File: src/hdl/hwbc_pkg.sv
// hwbc_pkg: shared types and constants of the half-wave bit classifier
// no dependencies; used by the register file, classifier, top level and checker
`timescale 1ns / 1ps

package hwbc_pkg;

    // fixed field widths
    localparam int THR_W    = 16;
    localparam int SUM_W    = 18;
    localparam int IN_W     = 16;
    localparam int CFG_W    = 18;
    localparam int IDX_W    = 3;
    localparam int WIN_SIZE = 4;

    // result kinds
    typedef enum logic [1:0] {
        KIND_ZERO = 2'd0,
        KIND_ONE  = 2'd1,
        KIND_GAP  = 2'd2
    } kind_t;

    // configuration register indexes
    typedef enum logic [IDX_W-1:0] {
        REG_ONE_BAND_MIN  = 3'd0,
        REG_ONE_SHORT_LIM = 3'd1,
        REG_ONE_BAND_MAX  = 3'd2,
        REG_ZERO_BAND_MIN = 3'd3,
        REG_ZERO_LONG_MIN = 3'd4,
        REG_ZERO_BAND_MAX = 3'd5,
        REG_TOTAL_MIN     = 3'd6,
        REG_TOTAL_MAX     = 3'd7
    } reg_index_t;

    // reset values of the thresholds
    localparam logic [THR_W-1:0] ONE_BAND_MIN_RST  = 16'd250;
    localparam logic [THR_W-1:0] ONE_SHORT_LIM_RST = 16'd550;
    localparam logic [THR_W-1:0] ONE_BAND_MAX_RST  = 16'd600;
    localparam logic [THR_W-1:0] ZERO_BAND_MIN_RST = 16'd490;
    localparam logic [THR_W-1:0] ZERO_LONG_MIN_RST = 16'd680;
    localparam logic [THR_W-1:0] ZERO_BAND_MAX_RST = 16'd1100;
    localparam logic [SUM_W-1:0] TOTAL_MIN_RST     = 18'd1250;
    localparam logic [SUM_W-1:0] TOTAL_MAX_RST     = 18'd2100;

    // threshold set seen by the classifier
    typedef struct packed {
        logic [THR_W-1:0] one_band_min;
        logic [THR_W-1:0] one_short_lim;
        logic [THR_W-1:0] one_band_max;
        logic [THR_W-1:0] zero_band_min;
        logic [THR_W-1:0] zero_long_min;
        logic [THR_W-1:0] zero_band_max;
        logic [SUM_W-1:0] total_min;
        logic [SUM_W-1:0] total_max;
    } cfg_t;

    // one classified symbol
    typedef struct packed {
        kind_t            kind;
        logic [SUM_W-1:0] length;
    } symbol_t;

endpackage

File: src/hdl/hwbc_cfg_regs.sv
// hwbc_cfg_regs: threshold register file written over the configuration channel
// depends on hwbc_pkg
`timescale 1ns / 1ps

module hwbc_cfg_regs
    import hwbc_pkg::*;
(
    input  logic             aclk,
    input  logic             aresetn,
    input  logic             cfg_valid,
    input  logic             cfg_ready,
    input  logic [IDX_W-1:0] cfg_index,
    input  logic [CFG_W-1:0] cfg_data,
    output cfg_t             cfg
);

    cfg_t cfg_reg;

    // register writes, reset to the default bands
    always_ff @(posedge aclk) begin
        if (!aresetn) begin
            cfg_reg.one_band_min  <= ONE_BAND_MIN_RST;
            cfg_reg.one_short_lim <= ONE_SHORT_LIM_RST;
            cfg_reg.one_band_max  <= ONE_BAND_MAX_RST;
            cfg_reg.zero_band_min <= ZERO_BAND_MIN_RST;
            cfg_reg.zero_long_min <= ZERO_LONG_MIN_RST;
            cfg_reg.zero_band_max <= ZERO_BAND_MAX_RST;
            cfg_reg.total_min     <= TOTAL_MIN_RST;
            cfg_reg.total_max     <= TOTAL_MAX_RST;
        end else if (cfg_valid && cfg_ready) begin
            case (cfg_index)
                REG_ONE_BAND_MIN:  cfg_reg.one_band_min  <= cfg_data[THR_W-1:0];
                REG_ONE_SHORT_LIM: cfg_reg.one_short_lim <= cfg_data[THR_W-1:0];
                REG_ONE_BAND_MAX:  cfg_reg.one_band_max  <= cfg_data[THR_W-1:0];
                REG_ZERO_BAND_MIN: cfg_reg.zero_band_min <= cfg_data[THR_W-1:0];
                REG_ZERO_LONG_MIN: cfg_reg.zero_long_min <= cfg_data[THR_W-1:0];
                REG_ZERO_BAND_MAX: cfg_reg.zero_band_max <= cfg_data[THR_W-1:0];
                REG_TOTAL_MIN:     cfg_reg.total_min     <= cfg_data[SUM_W-1:0];
                REG_TOTAL_MAX:     cfg_reg.total_max     <= cfg_data[SUM_W-1:0];
                default: begin
                end
            endcase
        end
    end

    assign cfg = cfg_reg;

endmodule

File: src/hdl/hwbc_classify.sv
// hwbc_classify: compare network that sorts a full window into zero, one or gap
// depends on hwbc_pkg
`timescale 1ns / 1ps

module hwbc_classify
    import hwbc_pkg::*;
#(
    parameter int LEN_W = 16
) (
    input  logic [WIN_SIZE-1:0][LEN_W-1:0] wave,
    input  cfg_t                           cfg,
    output symbol_t                        symbol
);

    logic [THR_W-1:0] w_thr [WIN_SIZE];
    logic [SUM_W-1:0] w_sum [WIN_SIZE];
    logic [SUM_W-1:0] pair_sum;
    logic [SUM_W-1:0] quad_sum;
    logic             pair_in_band;
    logic             quad_in_band;
    logic             zero_a;
    logic             zero_b;
    logic [WIN_SIZE-1:0] thin;
    logic [WIN_SIZE-1:0] outside;

    // widen each half-wave for threshold and sum compares
    always_comb begin
        for (int i = 0; i < WIN_SIZE; i++) begin
            w_thr[i] = THR_W'(wave[i]);
            w_sum[i] = SUM_W'(wave[i]);
        end
    end

    // sums never overflow 18 bits since half-waves are at most 16 bits
    assign pair_sum = w_sum[0] + w_sum[1];
    assign quad_sum = (w_sum[0] + w_sum[1]) + (w_sum[2] + w_sum[3]);

    assign pair_in_band = (pair_sum >= cfg.total_min) && (pair_sum < cfg.total_max);
    assign quad_in_band = (quad_sum >= cfg.total_min) && (quad_sum < cfg.total_max);

    // zero: one long half-wave and one partner in the zero band, either order
    assign zero_a = (w_thr[0] >= cfg.zero_long_min) && (w_thr[1] >= cfg.zero_band_min)
                    && (w_thr[1] < cfg.zero_band_max);
    assign zero_b = (w_thr[1] >= cfg.zero_long_min) && (w_thr[0] >= cfg.zero_band_min)
                    && (w_thr[0] < cfg.zero_band_max);

    // one: per half-wave thin and out-of-band flags
    always_comb begin
        for (int i = 0; i < WIN_SIZE; i++) begin
            thin[i]    = w_thr[i] < cfg.one_short_lim;
            outside[i] = (w_thr[i] < cfg.one_band_min) || (w_thr[i] >= cfg.one_band_max);
        end
    end

    // priority: zero, then one, then gap
    always_comb begin
        if (pair_in_band && (zero_a || zero_b)) begin
            symbol.kind   = KIND_ZERO;
            symbol.length = pair_sum;
        end else if (quad_in_band && (|thin) && !(|outside)) begin
            symbol.kind   = KIND_ONE;
            symbol.length = quad_sum;
        end else begin
            symbol.kind   = KIND_GAP;
            symbol.length = w_sum[0];
        end
    end

endmodule

File: src/hdl/tape_half_wave_bit_classifier.sv
// tape_half_wave_bit_classifier: top level with input register, window and result register
// depends on hwbc_pkg, hwbc_cfg_regs and hwbc_classify
`timescale 1ns / 1ps

// Decodes 1200 baud tape data from measured half-wave lengths. Each accepted
// half-wave length enters a four-entry window; each half-wave that brings the
// window to four entries yields one symbol (data zero, data one or gap)
// together with the summed length of the half-waves it used, which then leave
// the window. The block takes one half-wave per cycle unless a stalled result
// holds it back; a symbol shows on the m_ ports once the half-wave that
// completed it has passed through the input register, where the window compare
// network works on it, and the result register has loaded the symbol. A stalled
// result holds the input side only once the input register is also waiting on
// a window-filling half-wave. Thresholds are to be written over the cfg_
// channel only while the block is idle; the block itself does not enforce it.
// They come out of reset at the standard band limits.
module tape_half_wave_bit_classifier
    import hwbc_pkg::*;
#(
    parameter int LENGTH_BITS = 16
) (
    input  logic             aclk,
    input  logic             aresetn,
    input  logic             s_valid,
    output logic             s_ready,
    input  logic [IN_W-1:0]  s_half_wave_length,
    output logic             m_valid,
    input  logic             m_ready,
    output logic [1:0]       m_symbol_kind,
    output logic [SUM_W-1:0] m_symbol_length,
    input  logic             cfg_valid,
    output logic             cfg_ready,
    input  logic [IDX_W-1:0] cfg_index,
    input  logic [CFG_W-1:0] cfg_data
);

    localparam int LEN_W  = (LENGTH_BITS < IN_W) ? LENGTH_BITS : IN_W;
    localparam int FILL_W = $clog2(WIN_SIZE);

    typedef logic [WIN_SIZE-1:0][LEN_W-1:0] window_t;

    cfg_t             cfg;
    logic [LEN_W-1:0] sat_len;
    logic             in_valid_reg;
    logic [LEN_W-1:0] in_len_reg;
    window_t          win_reg;
    window_t          win_next;
    window_t          cand;
    logic [FILL_W-1:0] fill_reg;
    logic [FILL_W-1:0] fill_next;
    logic             is_full;
    logic             out_free;
    logic             advance;
    symbol_t          symbol;
    logic             m_valid_reg;
    symbol_t          out_reg;

    assign cfg_ready = 1'b1;

    hwbc_cfg_regs u_cfg_regs (
        .aclk      (aclk),
        .aresetn   (aresetn),
        .cfg_valid (cfg_valid),
        .cfg_ready (cfg_ready),
        .cfg_index (cfg_index),
        .cfg_data  (cfg_data),
        .cfg       (cfg)
    );

    // clamp inputs that exceed the length range
    generate
        if (LENGTH_BITS < IN_W) begin : g_sat
            assign sat_len = (|s_half_wave_length[IN_W-1:LENGTH_BITS]) ? {LEN_W{1'b1}}
                                                   : s_half_wave_length[LEN_W-1:0];
        end else begin : g_nosat
            assign sat_len = s_half_wave_length;
        end
    endgenerate

    // pipeline control
    assign is_full  = (fill_reg == FILL_W'(WIN_SIZE - 1));
    assign out_free = !m_valid_reg || m_ready;
    assign advance  = in_valid_reg && (!is_full || out_free);
    assign s_ready  = !in_valid_reg || advance;

    // input register
    always_ff @(posedge aclk) begin
        if (!aresetn) begin
            in_valid_reg <= 1'b0;
        end else if (s_ready) begin
            in_valid_reg <= s_valid;
        end
    end

    always_ff @(posedge aclk) begin
        if (s_valid && s_ready) begin
            in_len_reg <= sat_len;
        end
    end

    // window with the registered half-wave placed at the fill position
    always_comb begin
        for (int i = 0; i < WIN_SIZE; i++) begin
            cand[i] = (FILL_W'(i) == fill_reg) ? in_len_reg : win_reg[i];
        end
    end

    hwbc_classify #(
        .LEN_W (LEN_W)
    ) u_classify (
        .wave   (cand),
        .cfg    (cfg),
        .symbol (symbol)
    );

    // consume from the front of a full window, vacated entries cleared
    always_comb begin
        win_next  = cand;
        fill_next = fill_reg + FILL_W'(1);
        if (is_full) begin
            case (symbol.kind)
                KIND_ZERO: begin
                    win_next  = '0;
                    win_next[0] = cand[2];
                    win_next[1] = cand[3];
                    fill_next = FILL_W'(2);
                end
                KIND_ONE: begin
                    win_next  = '0;
                    fill_next = '0;
                end
                default: begin
                    win_next  = '0;
                    win_next[0] = cand[1];
                    win_next[1] = cand[2];
                    win_next[2] = cand[3];
                    fill_next = FILL_W'(WIN_SIZE - 1);
                end
            endcase
        end
    end

    // window state
    always_ff @(posedge aclk) begin
        if (!aresetn) begin
            fill_reg <= '0;
            win_reg  <= '0;
        end else if (advance) begin
            fill_reg <= fill_next;
            win_reg  <= win_next;
        end
    end

    // result register
    always_ff @(posedge aclk) begin
        if (!aresetn) begin
            m_valid_reg <= 1'b0;
        end else if (advance && is_full) begin
            m_valid_reg <= 1'b1;
        end else if (m_ready) begin
            m_valid_reg <= 1'b0;
        end
    end

    always_ff @(posedge aclk) begin
        if (advance && is_full) begin
            out_reg <= symbol;
        end
    end

    assign m_valid         = m_valid_reg;
    assign m_symbol_kind   = out_reg.kind;
    assign m_symbol_length = out_reg.length;

endmodule

File: config.mk
export PLATFORM = sky130hd
export DESIGN_NAME = tape_half_wave_bit_classifier
export DESIGN_NICKNAME = d
export VERILOG_FILES = /design/src/hdl/hwbc_pkg.sv /design/src/hdl/hwbc_cfg_regs.sv /design/src/hdl/hwbc_classify.sv /design/src/hdl/tape_half_wave_bit_classifier.sv
export SDC_FILE = /design/constraint.sdc
export NUM_CORES = 1
export LEC_CHECK = 0
export BUFFER_PORTS_ARGS = -buffer_cell sky130_fd_sc_hd__buf_4
export CAP_MARGIN = 20
export CORE_ASPECT_RATIO = 1.1
export CORE_MARGIN = 2
export CORE_UTILIZATION = 45
export CTS_CLUSTER_DIAMETER = 30
export DETAILED_ROUTE_END_ITERATION = 10
export PLACE_DENSITY = 0.67
export SLEW_MARGIN = 0
export SYNTH_ARGS = -nofsm -noshare
export SYNTH_HDL_FRONTEND = slang
export SYNTH_SLANG_ARGS = --single-unit
File: constraint.sdc
create_clock -name aclk -period 13 [get_ports aclk]
set_input_delay 1.95 -clock aclk [delete_from_list [all_inputs] [get_ports aclk]]
set_output_delay 1.95 -clock aclk [all_outputs]
set_load 0.1 [all_outputs]
[Word-level counts from Yosys, hierarchy flattened]
Index checks and enable logic that the tools add are counted.
Operators by class
  mux-type cells: 12
  $add $sub $neg: 4
  reduce and logical (&&, ||, !) cells: 38
  $lt $le $gt $ge: 22
  equal/unequal tests: 12
Operators by type and width (count)
  < comparator 16 bit: 10
  greater-or-equal comparator 16 bit: 8
  one-hot mux 48 bit (2 select lines): 1
  2-to-1 mux 16 bit: 4
  2-to-1 mux 64 bit: 1
  2-to-1 mux 20 bit: 2
  greater-or-equal comparator 18 bit: 2
  < comparator 18 bit: 2
  adder 16 x 16 -> 17 bit: 2
  adder 18 bit: 1
  AND reduction 2 bit: 8
  == test 3 bit (second input constant): 4
  logical AND 1 bit: 12
  logical OR 1 bit: 8
  OR reduction 4 bit: 2
  == test 3 x 2 -> 1 bit (second input constant): 2
  == test 2 bit (first input constant): 2
  zero test 1 bit: 4
  zero test 2 bit: 2
  one-hot mux 2 bit (2 select lines): 1
  == test 3 x 1 -> 1 bit (second input constant): 1
  zero test 3 bit: 1
  adder 2 x 1 -> 2 bit (second input constant): 1
  == test 1 x 2 -> 1 bit (first input constant): 1
  5 further kinds: 6
Storage, ports and cells
  logic and storage cells: 106
  register bits after elaboration: 236
  output and inout port bits: 23

[Longest topological paths before layout]
  word-level depth: 13
  depth in mapped cells: 38
  mapped depth without buffers: 33

[Hierarchy]
From an unflattened synthesis, not the netlist that was laid out.
Unflattened totals
  cells, all modules: 2144
  area total of the unflattened synthesis: 20096.8 µm²
Modules (own cells, without submodules)
  hwbc_classify: cells an instance 1202, area each 9870.7 µm², instances 1
  tape_half_wave_bit_classifier: cells an instance 450, area each 5300.1 µm², instances 1
  hwbc_cfg_regs: cells an instance 492, area each 4926.0 µm², instances 1

[Least setup slack after synthesis]
OpenSTA, ideal clock, no wires.
  kind: reg2reg
  start: reg fill_reg[0]
  end: reg out_reg, in the netlist m_symbol_length[7] (data pin)
  path buffers: 5
  stages on the path, launching flop included: 35
  setup time: 260 ps
  setup slack: 3806 ps
  arrival time: 8934 ps
  cells stage by stage: dfxtp_1 inv_1 ha_1 clkbuf_1 clkbuf_1 clkbuf_1 clkbuf_1 mux2_2 xnor2_1 ha_1 a21oi_1 nand4b_1 a221o_1 a32o_1 and2_1 xor2_1 ha_1 a2111oi_0 o21ai_0 a2111oi_0 nor3_1 a2111oi_0 a21oi_1 xor2_1 ha_1 nand4_1 o21ai_0 or4_1 a2111oi_1 nand4_1 or4_4 or3_1 buf_6 mux2_4 mux2_4
RTL lines
  start, declared: RTL line tape_half_wave_bit_classifier.sv:49  | logic [FILL_W-1:0] fill_reg;
  start signal, assigned: RTL line tape_half_wave_bit_classifier.sv:149  | fill_reg <= fill_next;
  end signal, assigned: RTL line tape_half_wave_bit_classifier.sv:167  | out_reg <= symbol;
  end, declared: RTL line tape_half_wave_bit_classifier.sv:56  | symbol_t out_reg;

==> summary.md <==
| Metric | Value |
|---|---|
| Run status | `completed` |
| RSZ-0062 raised after global routing | `no` |
| Mapped Area | `just over 20000 sq um` |
| Main synth FF type | `dfxtp_1` |
| Met3 routed WL | `7010 um` |
| Via count | `between 15000 and 20000` |
| Max reg flops | `132` |
| Setup crit end kind | `flop` |
| CP max FO | `between 40 and 50` |
| Iteration-0 DRC count of the detailed router | `1941` |
| Placed Area | `21100 sq um` |
| Largest net degree at the start of global routing | `84` |
| Resized cells post-CTS | `0` |
| Layout area overhead | `16.1%` |
| Mapped Nets | `about 2800` |
| TritonCTS clock tree | `yes` |
| Post-synthesis cell type count | `85` |
| # IOs | `65` |
| MaxCap Viol Count | `0` |
| Count leader, synth | `ha_1` |
| Clock Skew | `0.0344 ns` |
| Vias in the first global route | `between 15000 and 20000` |
| DIE AREA | `~47000 sq um` |
| Post-DP HPWL | `53000 um` |
| Share of flip-flops with an asynchronous set or reset | `0` |
| GRT Util Overall | `0.316` |
| Nets | `roughly 2900` |
| Register area share after synthesis | `0.252` |
| Die Y | `about 230 um` |
| Initial Util | `0.455` |
| Period minus WS final | `10.52 ns` |
| Clock Latency Late Sink | `0.60 ns` |
| Post-CTS Setup Inserts | `0` |
| DRT Wirelength | `74300 um` |
| Final RePlAce weighted congestion | `1.01` |
| Max VDD drop | `94.8 uV` |
| Vias/cell | `6.38` |
| Gate Count Post-Synth | `2396` |
| Fmax | `95.1 MHz` |
| Synth top area share | `0.243` |
| CP Class | `flop to flop` |
| DR top layer | `met4` |
| Drc violations | `0` |
| Yosys top cell by area | `ha_1` |
| Setup TNS | `0 ns` |
| Diode count | `0` |
| Port buffer count | `63` |
| Critical-path top delay cell | `ha_1` |
| Cts hold-fix bufs | `0` |
| First-pass GRT wire length | `110000 um` |
| Yosys warns | `0` |
| Post-route cell area | `23500 sq um` |
| Worst Slack Setup Final | `roughly 2.5 ns` |
| Clk Tree Root Cell | `clkbuf_16` |
| Pwr Total | `3.57 mW` |
| Endpoints failing setup | `0` |
| Die Span X | `between 200 and 250 um` |
| Worst EP arrival | `about 11 ns` |
| Pleak | `10.6 nW` |
| Class of the worst hold path | `flop to flop` |
| WL/cell | `24.2 um` |
| Slew Limit Fails | `0` |
| Layout cells sized above 1 | `0.113` |
| EDFF count, synth | `36` |
| Worst EP required | `13.33 ns` |
| CTS Sinks | `236` |
| # rows | `81` |
| Most frequent CP cell | `ha_1` |
| Critical Path Start Type | `flop` |
| Core area | `44400 sq um` |
| ANT nets after route | `0` |
| Hold Fails Final Rpt | `0` |
| TritonCTS buffer count | `70` |
| Period utilization | `0.809` |
| Placement Setup Slack | `2.78 ns` |
| Post-Route M1 WL | `29700 um` |
| H-tree Lvls | `3` |
| Fillcell total | `just over 4000` |
| PwrDens | `152 nW/um^2` |
| Worst-margin pin slew | `1.11 ns` |
| Clock buffer depth | `3` |
| Avg Cell Area, Syn | `8.44 sq um` |
| Metal2 WL | `between 30000 and 40000 um` |
| Synth area leaders | `ha_1, dfxtp_1, nand2_1, edfxtp_1, a21oi_1` |
| Grt total ovfl | `0` |
| Crit path largest cell delay | `0.86 ns` |
| Seq cells post-synth | `around 240` |
| Initial antenna violation count | `0` |
| Slew Limit Headroom | `0.257` |
| DRT Pass-1 Iters | `7` |
| CTS clk-pin slew, worst paths | `0.04 ns` |
| Final core utilization | `0.529` |
| Post-synth top cells | `ha_1, nand2_1, a21oi_1` |
## critical path: cells and delay by family, from the launching register on
kind	cells	cell delay, ns
XOR/XNOR	2	0.43
adder cells (fa/ha/maj)	5	2.05
multiplexers	3	1.19
AND/OR/NAND/NOR	6	1.67
flip-flops	1	0.35
buffers and inverters	3	0.53
AO/OA/AOI/OAI	11	4.02
## path summary, 6_finish.rpt
kind / endpoint / slack, ns / startpoint / cells past startpoint
setup / recovery: m_symbol_length[15] / 2.48 / fill_reg[0] / 30
setup reg to reg: m_symbol_length[15] / 2.48 / fill_reg[0] / 30
hold reg to reg: u_cfg_regs.cfg[111] / 0.45 / u_cfg_regs.cfg[111] / 2
hold / removal: u_cfg_regs.cfg[111] / 0.45 / u_cfg_regs.cfg[111] / 2
## where the power goes
group / internal (mW) / switching, mW / total [mW]
Clock: 1.20 / 0.498 / 1.70
Sequential: 0.774 / 0.0230 / 0.797
Combinational: 0.401 / 0.671 / 1.07
## layout make-up
class / instances / area [sq um] / share of cell area
clock buffers: 95 / 2000 / 0.0853
repair buffers: 83 / 631 / 0.0269
flip-flops and latches: 236 / 5080 / 0.217
multi-input cells: 1877 / 14100 / 0.599
clock inverters: 30 / 353 / 0.0150
well taps: 581 / 727 / 0.0310
inverters: 164 / 618 / 0.0263
## cell families after synthesis
logic type,synth area share
AO/OA/AOI/OAI,0.223
adder cells (fa/ha/maj),0.245
other,0.000185
buffers and inverters,0.0550
AND/OR/NAND/NOR,0.149
flip-flops,0.252
XOR/XNOR,0.0259
multiplexers,0.0511
## placed cells by master, fill, tap and decap left out, types with 17 or more instances in the layout
master | netlist | final
o21ai_0 | 83 | 83
ha_1 | 393 | 392
a211oi_1 | 20 | 20
dfxtp_1 | 200 | 200
clkbuf_16 | 0 | 75
a21oi_1 | 215 | 215
inv_1 | 162 | 161
nand2_1 | 315 | 315
nand2b_1 | 22 | 22
a21o_1 | 93 | 93
o221ai_1 | 21 | 21
nor2_1 | 96 | 94
o211ai_1 | 50 | 50
nand3_1 | 39 | 39
clkinv_2 | 1 | 17
buf_4 | 1 | 81
nor2b_1 | 19 | 19
nand4_1 | 65 | 65
a31oi_1 | 53 | 52
edfxtp_1 | 36 | 36
mux2_2 | 59 | 59
xnor2_1 | 46 | 46
and3_1 | 28 | 28
a311oi_1 | 17 | 17
mux2i_1 | 28 | 28
## layer usage
| metal | vias to the layer above | GRT usage |
|---|---|---|
| met5 | - | 0 |
| met4 | 0 | 0.203 |
| met3 | 308 | 0.0729 |
| met2 | 1056 | 0.492 |
| met1 | 9249 | 0.392 |
| li1 | 8938 | - |
## per-stage QoR
stage | cells | hold slack, ns
2_1_floorplan | 2396 | 0.436
3_3_place_gp | 2939 | 0.442
3_5_place_dp | 2939 | 0.447
4_1_cts | 3064 | 0.452
5_1_grt | 3066 | 0.466
6_report | 3066 | 0.450
(Power assumes the default switching activity.)
